$ cat config.mk
export PLATFORM = sky130hd
export DESIGN_NAME = kmc_queue
export DESIGN_NICKNAME = d
export VERILOG_FILES = /design/src/kmc_pkg.sv /design/src/kmc_queue.sv
export SDC_FILE = /design/constraint.sdc
export NUM_CORES = 1
export LEC_CHECK = 0
export BUFFER_PORTS_ARGS = -buffer_cell sky130_fd_sc_hd__buf_2
export CORE_UTILIZATION = 57
export CTS_CLUSTER_SIZE = 10
export DETAILED_ROUTE_END_ITERATION = 10
export HOLD_SLACK_MARGIN = 0.03
export PLACE_DENSITY = 0.79
export SYNTH_ARGS = -nofsm -noshare
export SYNTH_HDL_FRONTEND = slang
export SYNTH_SLANG_ARGS = --single-unit
$ cat constraint.sdc
create_clock -name clk -period 4.2 [get_ports clk]
set_input_delay 0.84 -clock clk [delete_from_list [all_inputs] [get_ports clk]]
set_output_delay 0.84 -clock clk [all_outputs]
set_load 0.01 [all_outputs]
$ cat src/kmc_pkg.sv
// Shared constants, types and helpers of the two-choice hash k-mer counter.
package kmc_pkg;

    localparam int TABLE_ENTRIES = 131072;
    localparam int TABLE_AW = $clog2(TABLE_ENTRIES);
    localparam int KEY_W = 64;
    localparam int CNT_W = 32;
    localparam int SEG_W = 19;
    localparam int SHIFT_W = 6;
    localparam int CFG_IDX_W = 8;
    localparam int SLOT_W = KEY_W + CNT_W;
    localparam int QUEUE_DEPTH = 4;
    localparam int QUEUE_AW = $clog2(QUEUE_DEPTH);
    localparam int OUT_DATA_W = 88;

    localparam logic [KEY_W-1:0] MIX_C1 = 64'hff51afd7ed558ccd;
    localparam logic [KEY_W-1:0] MIX_C2 = 64'hc4ceb9fe1a85ec53;
    localparam int MIX_SHIFT = 33;

    localparam logic [CNT_W-1:0] CNT_MAX = '1;
    localparam logic [SEG_W-1:0] SEG_MAX = '1;

    localparam logic [CFG_IDX_W-1:0] REG_EMPTY_MARKER = 8'd0;
    localparam logic [CFG_IDX_W-1:0] REG_ROUTE_SHIFT = 8'd1;

    localparam logic [KEY_W-1:0] MARKER_RESET = '1;
    localparam logic [SHIFT_W-1:0] SHIFT_RESET = 6'd6;

    typedef enum logic [2:0] {
        STAT_HIT_ONE = 3'd0,
        STAT_HIT_TWO = 3'd1,
        STAT_INS_ONE = 3'd2,
        STAT_INS_TWO = 3'd3,
        STAT_DROPPED = 3'd4,
        STAT_SEG_END = 3'd5
    } status_t;

    typedef struct packed {
        logic [KEY_W-1:0]   empty_marker;
        logic [SHIFT_W-1:0] route_shift;
    } cfg_t;

    typedef struct packed {
        logic                seg_end;
        logic [KEY_W-1:0]    key;
        logic [TABLE_AW-1:0] idx_one;
        logic [TABLE_AW-1:0] idx_two;
    } work_t;

    typedef struct packed {
        logic clearing;
    } back_stat_t;

    function automatic logic [CNT_W-1:0] bump(input logic [CNT_W-1:0] c);
        return (c == CNT_MAX) ? c : c + 1'b1;
    endfunction

endpackage

$ cat src/kmc_queue.sv
// Short queue of classified work items between the front and back ends.
module kmc_queue (
    input  logic           clk,
    input  logic           rst_n,
    input  logic           push,
    input  kmc_pkg::work_t push_data,
    output logic           full,
    input  logic           pop,
    output kmc_pkg::work_t head,
    output logic           empty
);
    import kmc_pkg::*;

    work_t entry_reg [QUEUE_DEPTH];
    logic [QUEUE_AW-1:0] wr_ptr_reg;
    logic [QUEUE_AW-1:0] wr_ptr_next;
    logic [QUEUE_AW-1:0] rd_ptr_reg;
    logic [QUEUE_AW-1:0] rd_ptr_next;
    logic [QUEUE_AW:0]   fill_reg;
    logic [QUEUE_AW:0]   fill_next;

    assign full = (fill_reg == (QUEUE_AW+1)'(QUEUE_DEPTH));
    assign empty = (fill_reg == '0);
    assign head = entry_reg[rd_ptr_reg];

    always_comb
    begin
        wr_ptr_next = wr_ptr_reg;
        rd_ptr_next = rd_ptr_reg;
        fill_next = fill_reg;
        if (push)
        begin
            wr_ptr_next = wr_ptr_reg + 1'b1;
        end
        if (pop)
        begin
            rd_ptr_next = rd_ptr_reg + 1'b1;
        end
        if (push && !pop)
        begin
            fill_next = fill_reg + 1'b1;
        end
        else if (pop && !push)
        begin
            fill_next = fill_reg - 1'b1;
        end
    end

    always_ff @(posedge clk or negedge rst_n)
    begin
        if (!rst_n)
        begin
            wr_ptr_reg <= '0;
            rd_ptr_reg <= '0;
            fill_reg <= '0;
        end
        else
        begin
            wr_ptr_reg <= wr_ptr_next;
            rd_ptr_reg <= rd_ptr_next;
            fill_reg <= fill_next;
        end
    end

    always_ff @(posedge clk)
    begin
        if (push)
        begin
            entry_reg[wr_ptr_reg] <= push_data;
        end
    end

endmodule

# ---- Yosys cells after proc, flatten, opt, wreduce, memory -nomap -nowiden
# Memories as Yosys holds them, arrays and structs flattened.
# Index checks and enable logic that the tools add are counted.
# Widths: inputs -> output; s select.
dict set report word_totals {
  elab_cells 19
  ram_bits 396
  register_bits 7
  in_bits 103
  n_memories 1
  output_inout_bits 101
}
# memory depth width read_ports rd_ports_with_merged_regs wr line_no
set memory_table {}
lappend memory_table {entry_reg 4 99 1 0 1 kmc_queue.sv:14} ;# work_t entry_reg [QUEUE_DEPTH];
dict set report op_classes {
  addsub 4
  muxes 4
  eq_ne 1
  n_reduce_logical 6
}
# operator n
set op_table {}
lappend op_table {{$mux 3} 2}
lappend op_table {{$add 2x1->2 const B} 2}
lappend op_table {{$add 3x1->3 const B} 1}
lappend op_table {{$eq 3x3->1 const B} 1}
lappend op_table {{$logic_not 3->1} 1}
lappend op_table {{$sub 3x1->3 const B} 1}
lappend op_table {{$logic_and 1x1->1} 2}
lappend op_table {{$logic_not 1->1} 2}
lappend op_table {{$mux 1} 2}
lappend op_table {{$reduce_bool 2->1} 1}

# ---- Depth between registers and ports, before layout
dict set report logic_depth {
  word_depth 4
  ltp_mapped 7
  ltp_nobuf 7
}

# ---- Least setup slack after synthesis
# No wires, ideal clock.
dict set report synth_timing {
  path_kind {input-to-reg}
  start {input port push}
  end {memory entry_reg[1][0] in the netlist's numbering (enable)}
  path_buffers 0
  required_time_ns 3.731
  path_slack_ns 0.605
  path_stages 1
  t_arrival_ns 3.127
  cell_sequence {and2_1}
}
dict set report synth_between {
  elab_chain_len 2
}
# item line_no
set synth_rtl {}
lappend synth_rtl {{start, declared} kmc_queue.sv:5} ;# input logic push,
lappend synth_rtl {{$mux 1} kmc_queue.sv:67} ;# if (push)
lappend synth_rtl {{$mux 1 (not written as such)} kmc_queue.sv:69} ;# entry_reg[wr_ptr_reg] <= push_data;
lappend synth_rtl {{end, declared} kmc_queue.sv:14}
# Every way passes these cells.

==> impl_metrics.csv <==
group,metric,value,unit
logic_synthesis,ys_ff_latch,403,
floorplan,fp.coreArea,25250,sq um
cells_and_area,areaGrowthSynthToFinish,18.48,%
global_route,grt_pass1_vias,7110,
global_route,grt_overflow,0,
timing,clock.fmax,0.2946,GHz
timing,period_needed,3394,ps
drt,vias,6561,
logic_synthesis,ys_warn_count,0,
clocking,cts_hold_buf,0,
floorplan,dieWidth,162.5,um
clocking,cts-root-buf,"clkbuf_16",
floorplan,ios,204,
logic_synthesis,synth-async-reset-ratio,1.737,%
logic_synthesis,syn_avg_cell_area,26.66,sq um
setup_path,path_buf_inv,2,
drt,routedWlPerCell,23.55,um
clocking,clk_transition_reported_paths,50,ps
logic_synthesis,synthCells,551,
logic_synthesis,ys.flop_type,"edfxtp_1",
timing,rsz0062_at_grt,"false",
drt,detail_route.first_pass.iterations,5,
drt,route.detailed.drc,0,
cells_and_area,finalNetCount,902,
setup_path,worstSetupStartpointType,"flop",
timing,finClkSkew,8.987,ps
global_route,grt_pass1_wl,40570,um
global_route,grt_max_degree,55,
place,portBuffers,203,
global_route,antenna_found_initial,4,
floorplan,rows,58,
cells_and_area,largest_reg_flops,396,
timing,finalSetupTns,0,ps
place,gp_congestion,0.7123,
floorplan,die_area,26410,sq um
place,dp_hpwl,16170,um
cells_and_area,layout_commonest_cell,"edfxtp_1",
timing,slew_viol_final,0,
cells_and_area,multi_input_area,2440,sq um
logic_synthesis,ys_types,19,
setup_path,path_cells,"buf_4, mux4_2, buf_2",
timing,hold_violations,0,
power_and_ir_drop,vdd_ir_drop_max,0.0004909,V
floorplan,initial_core_util,58.16,%
clocking,htree_levels,2,
cells_and_area,final_util,68.91,%
drt,via_per_inst,5.770,
clocking,clock_path_buffers,3,
power_and_ir_drop,power_leakage,5.978,nW
cells_and_area,drive_above_1_share,46.34,%
timing,setup_viol,0,
hold_path,hp-class,"input pin to async pin",
logic_synthesis,synth_edf_count,396,
floorplan,die_h,162.5,um
logic_synthesis,syn-cell-area,14690,sq um
timing,worst_pin_slew,827.1,ps
clocking,cts_tree,"built",
setup_path,cpLargestDelayFamily,"flip-flops",
setup_path,end_kind,"output port",
setup_path,crit_arrival,2550,ps
setup_path,path_max_fanout,35,
setup_path,cp_slowest_cell,"dfrtp_4",
clocking,cts-buffers-inserted,46,
setup_path,setup.worst_path.class,"flop to output port",
global_route,grtUsageTotal,21.05,%
clocking,cts_resized,0,
drt,antenna_left,0,
flow_run,maxCapViolCount,0,
power_and_ir_drop,power_density,710.0,nW/um^2
drt,drt_iter0_markers,458,
drt,wirelength,26770,um
timing,hold_ws,150.3,ps
status,status,"complete, no violations",
cells_and_area,mostFrequentLayoutCells,"edfxtp_1, buf_2, mux4_2",
setup_path,cp_data_required_time,3360,ps
clocking,cts_setup_buffers,0,
setup_path,slowest_delay,870,ps
cells_and_area,fillers,1496,
logic_synthesis,ys_seq_area_share,82.15,%
timing,fin_crit_sh,80.81,%
logic_synthesis,synthesis.nets,660,
cells_and_area,regArea,12070,sq um
clocking,insertion_delay,520,ps
clocking,clkSinkCount,403,
timing,slew-limit-headroom,44.86,%
synthesized netlist by cell type, types with 2 or more instances:
library cell	count	area, sq um
ha_1	5	62.56
inv_1	4	15.01
buf_4	2	15.01
xor2_1	4	35.03
xnor2_1	2	17.52
buf_6	10	112.6
dfrtp_1	7	175.2
mux4_2	99	2230
and2_1	4	25.02
edfxtp_1	396	11890
buf_2	9	45.04
nand2_1	2	7.510
layer usage:
metal / track usage, % / wire [um] / share of wire [%] / up-vias
li1: - / - / - / 2849
met1: 26.50 / 9983 / 37 / 3401
met2: 35.92 / 14020 / 52 / 263
met3: 6.213 / 2269 / 8.5 / 44
met4: 5.660 / 475 / 1.8 / 4
met5: 0 / 23 / 0.086 / -
per-stage QoR:
step           instances  power (mW)  setup WS (ps)  area (sq um)
2_1_floorplan        551       7.853          604.8         14690
3_3_place_gp        1075       8.917           1325         16120
3_5_place_dp        1075       9.071           1290         16120
4_1_cts             1135       12.54          734.8         17400
5_1_grt             1135       12.91          631.7         17400
6_report            1137       12.35          805.8         17400
report_power, final:
group	switching, mW	internal, mW
registers	0.390	5.27
clock network	1.35	2.08
logic	1.67	1.59
cell type report:
type                       instances  share of cell area (%)
antenna                            2                 0.02876
clock buffer                      59                   7.320
clock inverter                     1                 0.02876
inverter                           4                 0.08628
multi-input combinational        122                   14.02
sequential                       403                   69.38
tap                              330                   2.373
timing repair buffer             216                   6.759
cell families after synthesis:
group                    share of synthesized area (%)
AND/OR/NAND/NOR                                 0.3322
buffers and inverters                            1.303
multiplexers                                     15.26
XOR/XNOR                                        0.3578
flip-flops                                       82.15
adder cells (fa/ha/maj)                         0.5622
AO/OA/AOI/OAI                                  0.03404
path summary, 6_finish.rpt:
kind	startpoint	endpoint	slack, ps	cells after the start
worst max-delay path	rd_ptr_reg[0]$_DFFE_PN0P_	head[20]	810	3
worst min-delay path	rst_n	fill_reg[2]$_DFFE_PN0P_	150	1
worst max register to register	wr_ptr_reg[0]$_DFFE_PN0P_	entry_reg[0][1]$_DFFE_PP_	2030	4
worst min register to register	fill_reg[2]$_DFFE_PN0P_	fill_reg[2]$_DFFE_PN0P_	500	1
max in group asynchronous	rst_n	rd_ptr_reg[0]$_DFFE_PN0P_	3870	1
min in group clk	fill_reg[2]$_DFFE_PN0P_	fill_reg[2]$_DFFE_PN0P_	500	1
Power figures use the tool's default switching activity.
