<file path="src/kmc_pkg.sv">
// Shared constants, types and helpers of the two-choice hash k-mer counter.
package kmc_pkg;

    localparam int TABLE_ENTRIES = 131072;
    localparam int TABLE_AW = $clog2(TABLE_ENTRIES);
    localparam int KEY_W = 64;
    localparam int CNT_W = 32;
    localparam int SEG_W = 19;
    localparam int SHIFT_W = 6;
    localparam int CFG_IDX_W = 8;
    localparam int SLOT_W = KEY_W + CNT_W;
    localparam int QUEUE_DEPTH = 4;
    localparam int QUEUE_AW = $clog2(QUEUE_DEPTH);
    localparam int OUT_DATA_W = 88;

    localparam logic [KEY_W-1:0] MIX_C1 = 64'hff51afd7ed558ccd;
    localparam logic [KEY_W-1:0] MIX_C2 = 64'hc4ceb9fe1a85ec53;
    localparam int MIX_SHIFT = 33;

    localparam logic [CNT_W-1:0] CNT_MAX = '1;
    localparam logic [SEG_W-1:0] SEG_MAX = '1;

    localparam logic [CFG_IDX_W-1:0] REG_EMPTY_MARKER = 8'd0;
    localparam logic [CFG_IDX_W-1:0] REG_ROUTE_SHIFT = 8'd1;

    localparam logic [KEY_W-1:0] MARKER_RESET = '1;
    localparam logic [SHIFT_W-1:0] SHIFT_RESET = 6'd6;

    typedef enum logic [2:0] {
        STAT_HIT_ONE = 3'd0,
        STAT_HIT_TWO = 3'd1,
        STAT_INS_ONE = 3'd2,
        STAT_INS_TWO = 3'd3,
        STAT_DROPPED = 3'd4,
        STAT_SEG_END = 3'd5
    } status_t;

    typedef struct packed {
        logic [KEY_W-1:0]   empty_marker;
        logic [SHIFT_W-1:0] route_shift;
    } cfg_t;

    typedef struct packed {
        logic                seg_end;
        logic [KEY_W-1:0]    key;
        logic [TABLE_AW-1:0] idx_one;
        logic [TABLE_AW-1:0] idx_two;
    } work_t;

    typedef struct packed {
        logic clearing;
    } back_stat_t;

    function automatic logic [CNT_W-1:0] bump(input logic [CNT_W-1:0] c);
        return (c == CNT_MAX) ? c : c + 1'b1;
    endfunction

endpackage

</file>
<file path="src/kmc_front.sv">
// Front end: accepts items, forms table one's index from the shifted key and table two's through the pipelined mixer.
module kmc_front (
    input  logic                  clk,
    input  logic                  rst_n,
    input  kmc_pkg::cfg_t         cfg,
    input  kmc_pkg::back_stat_t   back_stat,
    input  logic                  s_tvalid,
    output logic                  s_tready,
    input  logic [63:0]           s_tdata,   // kmer
    input  logic                  s_tuser,   // operation
    input  logic                  q_full,
    output logic                  q_push,
    output kmc_pkg::work_t        q_data
);
    import kmc_pkg::*;

    logic adv;
    logic accept;
    logic [4:0] v_reg;
    logic [4:0] v_next;

    logic [KEY_W-1:0]    key_reg [5];
    logic                op_reg [5];
    logic [TABLE_AW-1:0] idx_one_reg [5];

    logic [KEY_W-1:0] mix0_reg;
    logic [KEY_W-1:0] mix2_reg;
    logic [63:0]      lo1_reg;
    logic [31:0]      crossa1_reg;
    logic [31:0]      crossb1_reg;
    logic [63:0]      lo3_reg;
    logic [31:0]      crossa3_reg;
    logic [31:0]      crossb3_reg;
    logic [TABLE_AW-1:0] idx_two_reg;

    logic [KEY_W-1:0] shifted;
    logic [KEY_W-1:0] mix0_next;
    logic [63:0]      lo1_next;
    logic [31:0]      crossa1_next;
    logic [31:0]      crossb1_next;
    logic [KEY_W-1:0] prod1;
    logic [KEY_W-1:0] mix2_next;
    logic [63:0]      lo3_next;
    logic [31:0]      crossa3_next;
    logic [31:0]      crossb3_next;
    logic [KEY_W-1:0] prod3;
    logic [KEY_W-1:0] hash;

    assign adv = !v_reg[4] || !q_full;
    assign s_tready = adv && !back_stat.clearing;
    assign accept = s_tvalid && s_tready;
    assign q_push = v_reg[4] && !q_full;

    assign shifted = s_tdata >> cfg.route_shift;
    assign mix0_next = s_tdata ^ (s_tdata >> MIX_SHIFT);

    assign lo1_next = 64'(mix0_reg[31:0]) * 64'(MIX_C1[31:0]);
    assign crossa1_next = mix0_reg[63:32] * MIX_C1[31:0];
    assign crossb1_next = mix0_reg[31:0] * MIX_C1[63:32];
    assign prod1 = lo1_reg + {crossa1_reg + crossb1_reg, 32'b0};
    assign mix2_next = prod1 ^ (prod1 >> MIX_SHIFT);

    assign lo3_next = 64'(mix2_reg[31:0]) * 64'(MIX_C2[31:0]);
    assign crossa3_next = mix2_reg[63:32] * MIX_C2[31:0];
    assign crossb3_next = mix2_reg[31:0] * MIX_C2[63:32];
    assign prod3 = lo3_reg + {crossa3_reg + crossb3_reg, 32'b0};
    assign hash = prod3 ^ (prod3 >> MIX_SHIFT);

    always_comb
    begin
        v_next = v_reg;
        if (adv)
        begin
            v_next = {v_reg[3:0], accept};
        end
    end

    always_ff @(posedge clk or negedge rst_n)
    begin
        if (!rst_n)
        begin
            v_reg <= '0;
        end
        else
        begin
            v_reg <= v_next;
        end
    end

    always_ff @(posedge clk)
    begin
        if (adv)
        begin
            key_reg[0] <= s_tdata;
            op_reg[0] <= s_tuser;
            idx_one_reg[0] <= shifted[TABLE_AW-1:0];
            mix0_reg <= mix0_next;
            for (int i = 1; i < 5; i++)
            begin
                key_reg[i] <= key_reg[i-1];
                op_reg[i] <= op_reg[i-1];
                idx_one_reg[i] <= idx_one_reg[i-1];
            end
            lo1_reg <= lo1_next;
            crossa1_reg <= crossa1_next;
            crossb1_reg <= crossb1_next;
            mix2_reg <= mix2_next;
            lo3_reg <= lo3_next;
            crossa3_reg <= crossa3_next;
            crossb3_reg <= crossb3_next;
            idx_two_reg <= hash[TABLE_AW-1:0];
        end
    end

    assign q_data.seg_end = op_reg[4];
    assign q_data.key = key_reg[4];
    assign q_data.idx_one = idx_one_reg[4];
    assign q_data.idx_two = idx_two_reg;

endmodule

</file>
<file path="config.mk">
export PLATFORM = sky130hd
export DESIGN_NAME = kmc_front
export DESIGN_NICKNAME = d
export VERILOG_FILES = /design/src/kmc_pkg.sv /design/src/kmc_front.sv
export SDC_FILE = /design/constraint.sdc
export NUM_CORES = 2
export LEC_CHECK = 0
export BUFFER_PORTS_ARGS = -buffer_cell sky130_fd_sc_hd__buf_2
export CAP_MARGIN = 20
export CORE_ASPECT_RATIO = 0.9
export CORE_MARGIN = 2
export CORE_UTILIZATION = 45
export CTS_CLUSTER_DIAMETER = 150
export CTS_CLUSTER_SIZE = 12
export DETAILED_ROUTE_END_ITERATION = 16
export PLACE_DENSITY_LB_ADDON = 0.25
export SYNTH_ARGS = -nofsm -noshare
export SYNTH_HDL_FRONTEND = slang
export SYNTH_SLANG_ARGS = --single-unit
</file>
<file path="constraint.sdc">
create_clock -name clk -period 21.3 [get_ports clk]
set_clock_uncertainty 0.1 [all_clocks]
set_input_delay 3.195 -clock clk [delete_from_list [all_inputs] [get_ports clk]]
set_output_delay 3.195 -clock clk [all_outputs]
set_load 0.05 [all_outputs]
</file>
Word level (Yosys, flattened, before mapping)
Memory sizes are Yosys's and may differ from the RTL's.
Cells that the tools add are included.
{"block": "totals", "register_bits": 363, "mem_bits_rw": 410, "in_bits": 140, "output_inout_bits": 101, "memories": 3}
{"memory": "key_reg", "depth": 5, "width": 64, "read_ports": 5, "rd_clocked_by_memory_dff": 0, "wr": 5, "line_no": "kmc_front.sv:22", "text": "logic [KEY_W-1:0] key_reg [5];"}
{"memory": "idx_one_reg", "depth": 5, "width": 17, "read_ports": 5, "rd_clocked_by_memory_dff": 0, "wr": 5, "line_no": "kmc_front.sv:24", "text": "logic [TABLE_AW-1:0] idx_one_reg [5];"}
{"memory": "op_reg", "depth": 5, "width": 1, "read_ports": 5, "rd_clocked_by_memory_dff": 0, "wr": 5, "line_no": "kmc_front.sv:23", "text": "logic op_reg [5];"}
{"block": "classes", "addsub": 4, "multipliers": 6, "shifts": 1, "muxes": 2, "n_bitwise": 3, "reduce_logical": 7}
{"cell": "XOR 64 x 31 -> 64 bit", "n": 2}
{"cell": "adder 64 bit", "n": 1}
{"cell": "multiplier 32 x 32 -> 64 bit (second input constant)", "n": 1}
{"cell": "right shift 64 x 6 -> 17 bit", "n": 1}
{"cell": "adder 50 bit", "n": 1}
{"cell": "multiplier 32 x 29 -> 50 bit (second input constant)", "n": 1}
{"cell": "adder 32 bit", "n": 1}
{"cell": "multiplier 32 x 25 -> 32 bit (second input constant)", "n": 1}
{"cell": "multiplier 32 x 29 -> 18 bit (second input constant)", "n": 1}
{"cell": "multiplier 32 x 30 -> 32 bit (second input constant)", "n": 1}
{"cell": "multiplier 32 x 31 -> 17 bit (second input constant)", "n": 1}
{"cell": "adder 18 bit", "n": 1}
{"cell": "XOR 17 bit", "n": 1}
{"cell": "logical AND 1 bit", "n": 3}
{"cell": "logical NOT 1 bit", "n": 3}
{"cell": "two-way mux 1 bit", "n": 2}
{"cell": "logical OR 1 bit", "n": 1}

Longest topological paths before layout
{"block": "depth", "ltp_word": 4, "ltp_mapped": 27, "ltp_nobuf": 27}

Worst setup path before layout
No wires, ideal clock.
{"block": "synth_timing", "kind": "input port to flip-flop", "from": "input q_full", "to": "register v_reg[1]", "setup_time_ns": 0.147, "arrival_ns": 19.891, "required_ns": 21.053, "slack_ns": 1.162, "stages": 2, "n_path_buf": 0, "cell_sequence": "nand2_1 -> mux2_2"}
{"block": "synth_between", "elab_chain_cells": 2}
{"item": "start: declaration", "line_no": "kmc_front.sv:11", "text": "input logic q_full,"}
{"item": "logical NOT 1 bit", "line_no": "kmc_front.sv:49", "text": "assign adv = !v_reg[4] || !q_full;"}
{"item": "logical OR 1 bit", "line_no": "kmc_front.sv:49"}
{"item": "end signal: assignment", "line_no": "kmc_front.sv:86", "text": "v_reg <= v_next;"}
{"item": "end: declaration", "line_no": "kmc_front.sv:19", "text": "logic [4:0] v_reg;"}
Every way passes these cells.
A chain may end at the register's enable or synchronous reset.

Worst setup path in the final report
{"block": "layout_timing", "from": "register mix0_reg[6]", "to": "register crossb1_reg[30], data pin"}
{"block": "layout_between", "elab_chain_cells": 1}
{"item": "start: declaration", "line_no": "kmc_front.sv:26", "text": "logic [KEY_W-1:0] mix0_reg;"}
{"item": "start signal: assignment", "line_no": "kmc_front.sv:97", "text": "mix0_reg <= mix0_next;"}
{"item": "multiplier 32 x 25 -> 32 bit", "line_no": "kmc_front.sv:59", "text": "assign crossb1_next = mix0_reg[31:0] * MIX_C1[63:32];"}
{"item": "named net crossb1_next[30]", "line_no": "kmc_front.sv:40", "text": "logic [31:0] crossb1_next;"}
{"item": "end signal: assignment", "line_no": "kmc_front.sv:106", "text": "crossb1_reg <= crossb1_next;"}
{"item": "end: declaration", "line_no": "kmc_front.sv:30", "text": "logic [31:0] crossb1_reg;"}
The timed path passes the listed nets, and every way through them passes these cells.

==> impl_results.md <==
- Crit end category: register
- Fmax: 0.108 GHz
- Site row count: 150
- Crit. Startpoint: mix0_reg[6]
- Xor/xnor share of the synthesized area: 4.49%
- Max reg flops: 286
- Avg Cell Area, Syn: 11.5 µm²
- Setup bufs post-CTS: 0
- Hold path start: idx_one_reg[0][65]
- Post-synthesis mux area share: 1.99%
- Actual slew at the worst max-slew pin: between 1 and 1.5 ns
- CTS tree: built
- Compound-Gate Fraction of Synth Area: a little under 6%
- Share of layout cells above drive strength 1: approximately 5.3%
- Layout Area Growth over Synthesis: 6.56%
- Ys Warns: 0
- Clock Latency Late Sink: 0.71 ns
- Total gr overflow: 0
- Max_cap viols: 0
- Crit start category: register
- Sequential area share after synthesis: roughly a quarter
- Die footprint: 190000 µm²
- Ports: approximately 240
- DRC Markers: 0
- Chip width: 459 µm
- HPWL after DPL: between 200000 and 250000 µm
- EDFF count, synth: 701
- Cell Chain, Critical Path: inv_1, ha_1, inv_1, fa_1, inv_1, fa_1, inv_1, ha_1, inv_1, fa_1, inv_1, fa_1, fa_1, ha_1, nand2_1, nor2_1, nor3b_1, o31ai_1, a311oi_1, o21ai_0, nand2b_1, a21oi_1, xnor2_1
- I/O Buffers: 176
- CP Class: reg2reg
- Antenna viol nets, final: 0
- CP peak stage delay: roughly 1.1 ns
- Main flop type after synthesis: edfxtp_1
- Top delay family on crit path: adder cells
- CP arrival: roughly 9.5 ns
- CTS Buf Count: 70
- WP depth: 23
- Hold_buf cts: 0
- First-pass DRT Iterations: 6
- Htree depth: 3
- Wirelength per Cell: 23.8 µm
- Post-route clock period utilization: 43.5%
- Worst reg2reg path startpoint: mix0_reg[6]
- FF-to-FF path depth: 23
- Main combinational cell family by area after synthesis: adder cells
- Hold WC Path Type: reg2reg
- #FFs+latches synth: 706
- Final hold vios: 0
- Post-Syn Nets: 9918
- Fill count: 16.7k
- Final GP Congestion: 1.00
- Post-Syn Area: 83700 µm²
- Reg2Reg Setup Slack: 12.04 ns
- Die height: slightly above 400 µm
- Root Buffer: clkbuf_16
- Post-Synth Simple-Gate Area: 3.56%
- Final Slew Violations: 0
- RSZ-0062 raised after global routing: false
- Critical Path RT: 21.56 ns
- Starting Density: a little under half
- DR vias: between 50k and 60k
- Crit path top cell by count: inv_1
- Total track usage: 25.4%
- Post-CTS Resized: 0
- Final critical path time including I/O delays and setup: 9.26 ns
- Core area: 185000 µm²
- Post-Syn Instances: 7281
- Clock-pin slew on the worst setup and hold paths: 0.06 ns
- Setup-failing EPs final: 0
- First-pass GRT wire length: 351000 µm
- Critical R2R Capture: crossb1_reg[30]
- Clk sink count: approximately 710
- WL final: 235000 µm
- Buffers and inverters on the worst path: 6
- CTS Buffer Depth: 3
- Slew HR: 19.8%
- TNS Setup: 0 ns
- DR vias/cell: around 5.2
- Starting DRT DRC Count: roughly 3.7k
- Outcome: finished clean
- Adder-Cell Fraction of Synth Area: 48.8%
- Initial antenna violation count: 4
- Yosys cell types: 88
- CP max-delay cell: a311oi_1
- Largest net degree at the start of global routing: around 90
- Final nets: 10.1k
- Crit path capture: crossb1_reg[30]
- Crit Path Max Fanout: 13
- FFs w/ async S/R, synth: 0.708%
- Vias in the first global route: 54.1k
==> synth_stat cells (all sizes together), types with 14 or more instances <==
cell / n / area share [%]
fa: 1282 / 31
clkbuf: 43 / 0.19
a21o: 97 / 0.88
o21a: 30 / 0.27
a31oi: 21 / 0.16
nand4: 20 / 0.15
and3: 21 / 0.16
xnor2: 300 / 3.1
o21bai: 36 / 0.32
a21oi: 278 / 1.7
a21boi: 14 / 0.13
nand2b: 28 / 0.21
ha: 1215 / 18
and2: 15 / 0.11
mux2i: 54 / 0.65
mux2: 16 / 0.22
edfxtp: 701 / 25
xor2: 127 / 1.3
o21ai: 151 / 0.90
nor2: 167 / 0.75
mux4: 42 / 1.1
o211ai: 21 / 0.19
inv: 1985 / 8.9
nand2: 175 / 0.79
nand3: 58 / 0.35
nor3: 49 / 0.30
nor2b: 36 / 0.27
buf: 101 / 0.83
a211oi: 41 / 0.37
==> cells in the final DEF (no fill, tap or decap), types with 48 or more instances in the layout <==
cell and count:
ha_1 1215, a21o_1 96, nand2_1 172, buf_2 175, xnor2_1 300, nor3_1 48, edfxtp_1 701, fa_1 1282
inv_1 1983, buf_4 49, nor2_1 166, clkbuf_16 70, xor2_1 127, a21oi_1 273, o21ai_0 130, mux2i_1 54
nand3_1 58
==> layout make-up <==
type / instances / area (µm²) / area share, %
Antenna cell: 1 / 2.50 / 0.00280
Timing Repair Buffer: 225 / 1270 / 1.42
Clock inverter: 12 / 246 / 0.276
Multi-Input combinational cell: 4444 / 54200 / 60.8
Inverter: 1987 / 7460 / 8.36
Clock buffer: 78 / 1780 / 2.00
Sequential cell: 706 / 21200 / 23.7
Tap cell: 2432 / 3040 / 3.41
==> stage by stage <==
| stage | setup WS (ns) | area [µm²] | hold slack (ns) | instances | utilization, % |
|---|---|---|---|---|---|
| floorplan | 1.16 | 83700 | 0.300 | 7281 | - |
| global placement | 12.29 | 87200 | 0.300 | 9793 | 47.0 |
| detailed placement | 12.31 | 87200 | 0.305 | 9793 | 47.0 |
| CTS | 12.25 | 89200 | 0.263 | 9883 | 48.1 |
| global route | 11.64 | 89200 | 0.277 | 9884 | 48.2 |
| finish | 12.04 | 89200 | 0.279 | 9885 | 48.2 |
==> layer usage <==
| layer | wire [µm] | track usage (%) |
|---|---|---|
| met1 | 105000 | 35.4 |
| met2 | 108000 | 40.3 |
| met3 | 12100 | 3.59 |
| met4 | 10600 | 9.95 |
| met5 | 46 | 0 |
==> worst min path at each step <==
stage,endpoint,slack (ns),cells after the start
after floorplan,idx_one_reg[0][17],0.30,0
after global placement,key_reg[0][196],0.30,0
after detailed placement,idx_one_reg[0][42],0.30,0
after CTS,idx_one_reg[0][82],0.26,0
after global routing,idx_one_reg[0][75],0.28,0
final,idx_one_reg[0][82],0.28,0
==> cells by family after synthesis <==
logic type               Yosys count
AND/OR/NAND/NOR                  623
buffers and inverters           2131
XOR/XNOR                         428
adder cells (fa/ha/maj)         2497
multiplexers                     112
AO/OA/AOI/OAI                    784
flip-flops                       706
Power is not shown: default switching activity piles up to over one toggle a cycle in this logic, so the estimate is an artifact.
